### src/rtl/d2r_pkg.sv
package d2r_pkg;

   localparam int VALUE_WIDTH = 12;

   // One ASCII letter and the longest numeral (3888 has fifteen letters).
   localparam int LETTER_W  = 7;
   localparam int MAX_LEN   = 15;
   localparam int TEXT_W    = LETTER_W * MAX_LEN;
   localparam int GROUP_LEN = 4;
   localparam int GROUP_W   = LETTER_W * GROUP_LEN;
   localparam int MAX_ROMAN = 3999;

   localparam logic [LETTER_W-1:0] CH_I = 7'h49;
   localparam logic [LETTER_W-1:0] CH_V = 7'h56;
   localparam logic [LETTER_W-1:0] CH_X = 7'h58;
   localparam logic [LETTER_W-1:0] CH_L = 7'h4C;
   localparam logic [LETTER_W-1:0] CH_C = 7'h43;
   localparam logic [LETTER_W-1:0] CH_D = 7'h44;
   localparam logic [LETTER_W-1:0] CH_M = 7'h4D;

   typedef enum logic [1:0] {
      ST_OK    = 2'd0,
      ST_ZERO  = 2'd1,
      ST_RANGE = 2'd2
   } status_type;

   // Letters of one decimal digit, left-justified, with their count.
   typedef struct packed {
      logic [GROUP_W-1:0] text;
      logic [2:0]         len;
   } group_type;

   // Everything one word carries down the pipeline.
   typedef struct packed {
      logic [VALUE_WIDTH-1:0] value;
      status_type             status;
      logic [1:0]             thou;
      logic [3:0]             hund;
      logic [3:0]             tens;
      logic [3:0]             unit;
      logic [9:0]             rem;
      group_type              grp_tens;
      group_type              grp_unit;
      logic [TEXT_W-1:0]      text;
      logic [3:0]             count;
   } stage_type;

   function automatic group_type digit_group(input logic [3:0] d,
                                             input logic [LETTER_W-1:0] o,
                                             input logic [LETTER_W-1:0] f,
                                             input logic [LETTER_W-1:0] t);
      group_type g;
      g.text = '0;
      g.len  = 3'd0;
      case (d)
         4'd1: begin g.text = {o, 21'b0};       g.len = 3'd1; end
         4'd2: begin g.text = {o, o, 14'b0};    g.len = 3'd2; end
         4'd3: begin g.text = {o, o, o, 7'b0};  g.len = 3'd3; end
         4'd4: begin g.text = {o, f, 14'b0};    g.len = 3'd2; end
         4'd5: begin g.text = {f, 21'b0};       g.len = 3'd1; end
         4'd6: begin g.text = {f, o, 14'b0};    g.len = 3'd2; end
         4'd7: begin g.text = {f, o, o, 7'b0};  g.len = 3'd3; end
         4'd8: begin g.text = {f, o, o, o};     g.len = 3'd4; end
         4'd9: begin g.text = {o, t, 14'b0};    g.len = 3'd2; end
         default: begin g.text = '0;            g.len = 3'd0; end
      endcase
      return g;
   endfunction

   // Places a group behind the first n letters of a left-justified text.
   function automatic logic [TEXT_W-1:0] place_group(input logic [GROUP_W-1:0] g,
                                                     input logic [3:0] n);
      logic [TEXT_W-1:0] wide;
      wide = {g, {(TEXT_W - GROUP_W){1'b0}}};
      return wide >> (7'(n) * 7'd7);
   endfunction

endpackage

### src/rtl/decimal_to_roman_encoder_unit.sv
// Roman numeral encoder. Each word on the req_ channel carries one unsigned
// value; the unit answers with its Roman numeral in subtractive form (CM, CD,
// XC, XL, IX, IV), one ASCII letter per rsp_ word, most significant letter
// first, with rsp_last set on the final letter. A zero value gives one word
// with letter 0 and status "zero"; a value above 3999 gives one word with
// letter 0 and status "out of range". Nothing is kept between values. The
// value passes a six-stage pipeline (classify, thousands, hundreds, tens and
// units, letter groups, packing) and then sits in the output shift register,
// which hands out one letter per cycle while rsp_ready is high. A value thus
// gives as many rsp_ words as it has letters, 1 to 15, and the output shift
// register sets the sustained rate; the first letter reaches rsp_ after the
// six pipeline registers and the output register. The pipeline keeps taking
// new values while the output register drains, until it fills up.
module decimal_to_roman_encoder_unit
   import d2r_pkg::*;
(
   input  logic                   clock,
   input  logic                   reset,
   input  logic                   req_valid,
   output logic                   req_ready,
   input  logic [VALUE_WIDTH-1:0] req_value,
   output logic                   rsp_valid,
   input  logic                   rsp_ready,
   output logic [LETTER_W-1:0]    rsp_letter,
   output logic                   rsp_last,
   output logic [1:0]             rsp_status
);

   localparam int STAGES = 6;

   stage_type              pipe_ff [1:STAGES];
   stage_type              pipe_in [1:STAGES];
   logic [STAGES:1]        vld_ff;
   logic [STAGES+1:1]      adv;

   logic [TEXT_W-1:0]      buf_ff;
   logic [3:0]             cnt_ff;
   status_type             status_ff;
   logic                   busy_ff;
   logic                   ser_ready;

   // A stage takes a new word when it is empty or its word moves on.
   always_comb begin
      adv[STAGES+1] = ser_ready;
      for (int k = STAGES; k >= 1; k--) begin
         adv[k] = !vld_ff[k] || adv[k+1];
      end
   end

   assign req_ready = adv[1];

   // Stage 1: register the value and classify it.
   always_comb begin
      pipe_in[1]       = '0;
      pipe_in[1].value = req_value;
      if (req_value == '0) begin
         pipe_in[1].status = ST_ZERO;
      end else if (req_value > VALUE_WIDTH'(MAX_ROMAN)) begin
         pipe_in[1].status = ST_RANGE;
      end else begin
         pipe_in[1].status = ST_OK;
      end
   end

   // Stage 2: thousands digit and the remainder below 1000.
   always_comb begin
      pipe_in[2] = pipe_ff[1];
      if (pipe_ff[1].value >= VALUE_WIDTH'(3000)) begin
         pipe_in[2].thou = 2'd3;
      end else if (pipe_ff[1].value >= VALUE_WIDTH'(2000)) begin
         pipe_in[2].thou = 2'd2;
      end else if (pipe_ff[1].value >= VALUE_WIDTH'(1000)) begin
         pipe_in[2].thou = 2'd1;
      end else begin
         pipe_in[2].thou = 2'd0;
      end
      pipe_in[2].rem = 10'(pipe_ff[1].value - VALUE_WIDTH'(pipe_in[2].thou) *
                           VALUE_WIDTH'(1000));
   end

   // Stage 3: hundreds digit by parallel compares; remainder below 100.
   always_comb begin
      pipe_in[3]      = pipe_ff[2];
      pipe_in[3].hund = 4'd0;
      for (int k = 1; k <= 9; k++) begin
         if (pipe_ff[2].rem >= 10'(k * 100)) begin
            pipe_in[3].hund = 4'(k);
         end
      end
      pipe_in[3].rem = 10'(pipe_ff[2].rem - 10'(pipe_in[3].hund) * 10'd100);
   end

   // Stage 4: tens by reciprocal multiply (exact below 1029), then units.
   logic [14:0] tens_prod;
   always_comb begin
      pipe_in[4]      = pipe_ff[3];
      tens_prod       = 15'(pipe_ff[3].rem[6:0]) * 15'd205;
      pipe_in[4].tens = tens_prod[14:11];
      pipe_in[4].unit = 4'(pipe_ff[3].rem[6:0] - 7'(pipe_in[4].tens) * 7'd10);
   end

   // Stage 5: letter groups per digit; thousands and hundreds packed.
   group_type g_thou, g_hund;
   always_comb begin
      pipe_in[5]          = pipe_ff[4];
      g_thou              = digit_group({2'b0, pipe_ff[4].thou}, CH_M, CH_M, CH_M);
      g_hund              = digit_group(pipe_ff[4].hund, CH_C, CH_D, CH_M);
      pipe_in[5].grp_tens = digit_group(pipe_ff[4].tens, CH_X, CH_L, CH_C);
      pipe_in[5].grp_unit = digit_group(pipe_ff[4].unit, CH_I, CH_V, CH_X);
      pipe_in[5].text     = place_group(g_thou.text, 4'd0) |
                            place_group(g_hund.text, 4'(g_thou.len));
      pipe_in[5].count    = 4'(g_thou.len) + 4'(g_hund.len);
   end

   // Stage 6: tens and units appended; special cases become one blank word.
   logic [3:0] cnt_mid;
   always_comb begin
      pipe_in[6] = pipe_ff[5];
      cnt_mid    = pipe_ff[5].count + 4'(pipe_ff[5].grp_tens.len);
      if (pipe_ff[5].status == ST_OK) begin
         pipe_in[6].text  = pipe_ff[5].text |
                            place_group(pipe_ff[5].grp_tens.text, pipe_ff[5].count) |
                            place_group(pipe_ff[5].grp_unit.text, cnt_mid);
         pipe_in[6].count = cnt_mid + 4'(pipe_ff[5].grp_unit.len);
      end else begin
         pipe_in[6].text  = '0;
         pipe_in[6].count = 4'd1;
      end
   end

   always_ff @(posedge clock) begin
      if (reset) begin
         vld_ff <= '0;
      end else begin
         if (adv[1]) begin
            vld_ff[1] <= req_valid;
         end
         for (int k = 2; k <= STAGES; k++) begin
            if (adv[k]) begin
               vld_ff[k] <= vld_ff[k-1];
            end
         end
      end
   end

   always_ff @(posedge clock) begin
      for (int k = 1; k <= STAGES; k++) begin
         if (adv[k]) begin
            pipe_ff[k] <= pipe_in[k];
         end
      end
   end

   // Output shift register: the front letter is always in the top slot.
   // It reloads on the cycle its final letter is taken.
   assign ser_ready = !busy_ff || (rsp_ready && cnt_ff == 4'd1);

   always_ff @(posedge clock) begin
      if (reset) begin
         busy_ff <= 1'b0;
      end else if (ser_ready) begin
         busy_ff <= vld_ff[STAGES];
      end
   end

   always_ff @(posedge clock) begin
      if (ser_ready) begin
         buf_ff    <= pipe_ff[STAGES].text;
         cnt_ff    <= pipe_ff[STAGES].count;
         status_ff <= pipe_ff[STAGES].status;
      end else if (rsp_ready) begin
         buf_ff <= {buf_ff[TEXT_W-LETTER_W-1:0], {LETTER_W{1'b0}}};
         cnt_ff <= cnt_ff - 4'd1;
      end
   end

   assign rsp_valid  = busy_ff;
   assign rsp_letter = buf_ff[TEXT_W-1 -: LETTER_W];
   assign rsp_last   = (cnt_ff == 4'd1);
   assign rsp_status = status_ff;

endmodule
### config.mk
export PLATFORM = sky130hd
export DESIGN_NAME = decimal_to_roman_encoder_unit
export DESIGN_NICKNAME = d
export VERILOG_FILES = /design/src/rtl/d2r_pkg.sv /design/src/rtl/decimal_to_roman_encoder_unit.sv
export SDC_FILE = /design/constraint.sdc
export NUM_CORES = 1
export LEC_CHECK = 0
export BUFFER_PORTS_ARGS = -buffer_cell sky130_fd_sc_hd__buf_2
export CELL_PAD_IN_SITES_DETAIL_PLACEMENT = 1
export CELL_PAD_IN_SITES_GLOBAL_PLACEMENT = 1
export CORE_MARGIN = 3
export CORE_UTILIZATION = 40
export CTS_BUF_LIST = sky130_fd_sc_hd__clkbuf_16
export CTS_CLUSTER_SIZE = 28
export DETAILED_ROUTE_END_ITERATION = 7
export PLACE_DENSITY = 0.75
export SLEW_MARGIN = 25
export SYNTH_ARGS = -nofsm -noshare
export SYNTH_HDL_FRONTEND = slang
export SYNTH_SLANG_ARGS = --single-unit
export TNS_END_PERCENT = 50
### constraint.sdc
create_clock -name clock -period 12.7 [get_ports clock]
set_input_delay 1.27 -clock clock [delete_from_list [all_inputs] [get_ports clock]]
set_output_delay 1.27 -clock clock [all_outputs]
set_load 0.01 [all_outputs]
# --- After elaboration in Yosys (flattened, before gate mapping) ---
# Memories as Yosys holds them, arrays and structs flattened.
# Cells that the tools add are included.
classes:
  mux: 32
  n_bitwise: 3
  n_lt_le_gt_ge: 13
  add_sub_neg: 7
  eq_ne: 4
  n_reduce_logical: 18
  n_shift: 3
  mul: 7
ops:
  columns: ["cell", "n"]
  rows:
  - ["105-bit OR", 3]
  - ["105-bit 2-to-1 mux", 2]
  - ["105-bit by 7-bit right shift with 105-bit output", 2]
  - ["109-bit 2-to-1 mux", 1]
  - ["105-bit by 6-bit right shift with 105-bit output", 1]
  - ["31-bit case mux with 3 select lines", 1]
  - ["10-bit greater-or-equal comparator, second input constant", 4]
  - ["4-bit 2-to-1 mux", 10]
  - ["10-bit by 9-bit greater-or-equal comparator with 1-bit output, second input constant", 3]
  - ["10-bit subtractor", 2]
  - ["7-bit by 8-bit multiplier with 15-bit output, second input constant", 1]
  - ["4-bit by 3-bit multiplier with 7-bit output, second input constant", 2]
  - ["1-bit 2-to-1 mux", 14]
  - ["12-bit by 10-bit greater-or-equal comparator with 1-bit output, second input constant", 1]
  - ["12-bit by 11-bit greater-or-equal comparator with 1-bit output, second input constant", 1]
  - ["12-bit greater-or-equal comparator, second input constant", 1]
  - ["12-bit > comparator, second input constant", 1]
  - ["12-bit logical NOT", 1]
  - ["10-bit by 7-bit greater-or-equal comparator with 1-bit output, second input constant", 1]
  - ["10-bit by 8-bit greater-or-equal comparator with 1-bit output, second input constant", 1]
  - ["4-bit by 3-bit adder with 4-bit output", 2]
  - ["4-bit by 5-bit multiplier with 8-bit output, second input constant", 1]
  - ["2-bit 2-to-1 mux", 4]
  - ["1-bit logical NOT", 7]
  - ["other kinds (13)", 20]
word_totals:
  inputBits: 16
  mem_count: 4
  mem_bits_rw: 1254
  reg_bits: 118
  rom_bits: 928
mem_list:
  columns: ["memory", "depth", "width", "rd", "rd_ports_with_merged_regs", "wr", "line", "rtl"]
  rows:
  - ["pipe_ff", 6, 209, 6, 0, 6, "decimal_to_roman_encoder_unit.sv:31", "stage_type pipe_ff [1:STAGES];"]
  - ["(name not given)", 16, 21, 1, 0, 0, "d2r_pkg.sv:55", "case (d)"]
  - ["(name not given)", 16, 19, 1, 0, 0, "d2r_pkg.sv:55", null]
  - ["(name not given)", 16, 18, 1, 0, 0, "d2r_pkg.sv:55", null]

# --- Logic depth before layout (Yosys ltp) ---
# An unclocked memory read counts as a cell.
depth:
  ltp_word: 13
  depth_mapped: 18

# --- Worst setup path before layout ---
# Ideal clock, no wire load.
synth_timing:
  kind: "input to register"
  start: "in rsp_ready"
  end: "reg pipe_ff[0][1254] (netlist name)"
  t_required_ns: 11.699
  cell_stages: 4
  slack_ns: 7.851
  n_path_buf: 2
  arrival_time_ns: 3.848
  setup_time_ns: 1.001
  cell_sequence: "a21boi_0 -> clkbuf_1 -> clkbuf_1 -> nand2_1"
synth_rtl:
  columns: ["item", "line", "rtl"]
  rows:
  - ["start: declaration", "decimal_to_roman_encoder_unit.sv:23", "input logic rsp_ready,"]

==> impl_metrics.ini <==
[clock_network]
clock_path_buffers = 3
cts_tree = built
postCtsSetupBuffers = 0
htreeDepth = 2
cts_made_buffers = 43
postCtsResizedCells = 0
path_clk_slew_ps = 70
clkSinkCount = 377
insertion_delay_ps = 580
root_buffer = clkbuf_16
ctsHoldBuffers = 0

[timing]
setup_tns_ps = 0
rsz0062_at_grt = false
fin_crit_ps = 6251
fin_crit_sh_pct = 49.22
worst_pin_slew_ps = 1096
finalClockSkew_ps = 24.21
relSlewSlack_pct = 26.25
final-max-slew-violation-count = 0
setup-violations-final = 0
fmaxAchievable_ghz = 0.1600
hold-worst-slack_ps = 416.3
hold_viol_final = 0

[logic_synthesis]
yosysUniqueCellTypes = 96
synth_cells = 2396
ys_seq_elements = 377
synth-seq-area-share_pct = 47.58
synth_warnings = 0
netlist_area_um2 = 23650
synth_nets = 2510
synth_edf_count = 370
ys.flop_type = edfxtp_1
async_flop_share_pct = 0
synth_area_per_cell_um2 = 9.869

[detailed_routing]
drtIter0Drc = 2031
drc_errors = 0
highest_layer = met5
met2_length_um = 42750
via_per_inst = 6.287
num_vias = 19716
antenna_left = 0
wl_met1_um = 37930
firstDrtPassIters = 7
wirelength_um = 90770
route.met3.wl_um = 6100
wl_per_cell_um = 28.94

[final_layout]
multi_input_area_um2 = 11390
final_common_cell = nand2_1
layout-drive-gt1-share_pct = 9.279
syn_to_final_growth_pct = 9.181
antennaDiodeCount = 0
seq_area_um2 = 11250
fillers = 6414
final_nets = 2454
final_cell_mix = 437 x nand2_1, 370 x edfxtp_1, 182 x nor2_1

[die]
fp-row-count = 88
start_util_pct = 40.67
pin_count = 28
die_h_um = 249.1
die_x_um = 249.1
coreArea_um2 = 58140
dieArea_um2 = 62070

[setup_path]
setup.worst_path.end_class = register
r2r-start = pipe_ff[0][1045]$_DFFE_PP_
startpoint = pipe_ff[0][1045]$_DFFE_PP_
worstSetupPathType = reg2reg
rr_endpoint = pipe_ff[0][1289]$_SDFFCE_PP0P_
r2r_setup_slack_ps = 6450
critPathRequiredTime_ps = 12980
r2r_cells = 14
cp.arrival_ps = 6530
start_kind = register
cp_max_fo = 38

[job]
maxCapViolations = 0

[worst_hold_path]
hold_depth = 0
min_to = pipe_ff[0][1025]$_DFFE_PP_
worstHoldStart = pipe_ff[0][816]$_DFFE_PP_
hold_class = reg2reg

[place]
hpwl_um = 66460
port-buffer-count = 27
place_congestion = 0.9891

[grt]
gr-total-overflow = 0
grt_use_total_pct = 28.59
grt_pass1_wl_um = 134200
grt_antenna_before_repair = 2
grt_pass1_vias = 19801
grt_start_max_net_pins = 87

[status]
outcome = finished clean
-- worst max-delay path by stage --
| stage | endpoint | slack [ps] | depth (start not counted) |
|---|---|---|---|
| 2_1_floorplan | pipe_ff[0][1254]$_SDFFCE_PP1P_ | 7850 | 4 |
| 3_3_place_gp | pipe_ff[0][1289]$_SDFFCE_PP0P_ | 6750 | 14 |
| 3_5_place_dp | pipe_ff[0][1289]$_SDFFCE_PP0P_ | 6540 | 14 |
| 4_1_cts | pipe_ff[0][1289]$_SDFFCE_PP0P_ | 6500 | 14 |
| 5_1_grt | pipe_ff[0][1289]$_SDFFCE_PP0P_ | 6270 | 14 |
| 6_report | pipe_ff[0][1289]$_SDFFCE_PP0P_ | 6450 | 14 |
-- cell usage after synthesis (27+ instances only) --
| library cell | number | share of area, % |
|---|---|---|
| a211oi_1 | 28 | 0.89 |
| a21oi_1 | 115 | 2.4 |
| a221oi_1 | 44 | 1.6 |
| a22oi_1 | 29 | 0.92 |
| a31oi_1 | 32 | 0.85 |
| buf_2 | 27 | 0.57 |
| clkbuf_1 | 122 | 1.9 |
| edfxtp_1 | 370 | 47 |
| ha_1 | 76 | 4.0 |
| inv_1 | 93 | 1.5 |
| mux2i_1 | 55 | 2.3 |
| nand2_1 | 438 | 7.0 |
| nand2b_1 | 41 | 1.1 |
| nand3_1 | 43 | 0.91 |
| nor2_1 | 185 | 2.9 |
| nor3_1 | 36 | 0.76 |
| o21ai_0 | 97 | 2.1 |
| o22ai_1 | 39 | 1.0 |
-- area by class of cell --
type / instances / share of cell area, %
flip-flops and latches: 377 / 43.58
clock buffers: 45 / 4.362
inverters: 99 / 1.444
multi-input cells: 1746 / 44.10
well taps: 765 / 3.707
clock inverters: 31 / 0.9450
repair buffers: 73 / 1.861
-- worst max-delay path: stages (launching register included) --
cell and delay (ps):
edfxtp_1 420, ha_1 260, fa_1 1080, inv_1 240, fa_1 590, inv_1 60
ha_1 240, fa_1 500, buf_4 420, clkinv_1 490, buf_4 400, nand2_1 450
o21ai_1 230, a222oi_1 430, a21oi_1 120
-- sequential cells by signal, indices dropped and copies added, names as in the netlist --
| register | flops |
|---|---|
| vld_ff | 6 |
| rsp_status | 2 |
| buf_ff | 105 |
| cnt_ff | 4 |
| rsp_valid | 1 |
| pipe_ff | 259 |
-- routing by layer --
metal / global-route usage, % / vias to the layer above
li1: - / 8772
met1: 37.70 / 9985
met2: 47.02 / 786
met3: 4.698 / 169
met4: 11.64 / 4
met5: 0 / -
-- logic make-up (layout without fill, tap and decap cells) --
family / Yosys count / after routing / synth area share (%)
adder cells (fa/ha/maj): 100 / 100 / 5.969
flip-flops: 377 / 377 / 47.58
XOR/XNOR: 35 / 35 / 1.328
buffers and inverters: 273 / 248 / 4.767
multiplexers: 97 / 97 / 5.058
AND/OR/NAND/NOR: 901 / 901 / 17.31
AO/OA/AOI/OAI: 613 / 613 / 17.99
-- stage by stage --
stage	worst slack [ps]	utilization (%)	area, um^2	std cells
after floorplan	7851	-	23650	2396
after global placement	6754	42.04	24440	3060
after detailed placement	6544	42.05	24450	3060
after CTS	6500	44.41	25820	3136
after global routing	6267	44.41	25820	3136
final	6449	44.41	25820	3136
Power is not shown: default switching activity piles up to over one toggle a cycle in this logic, so the estimate is an artifact.
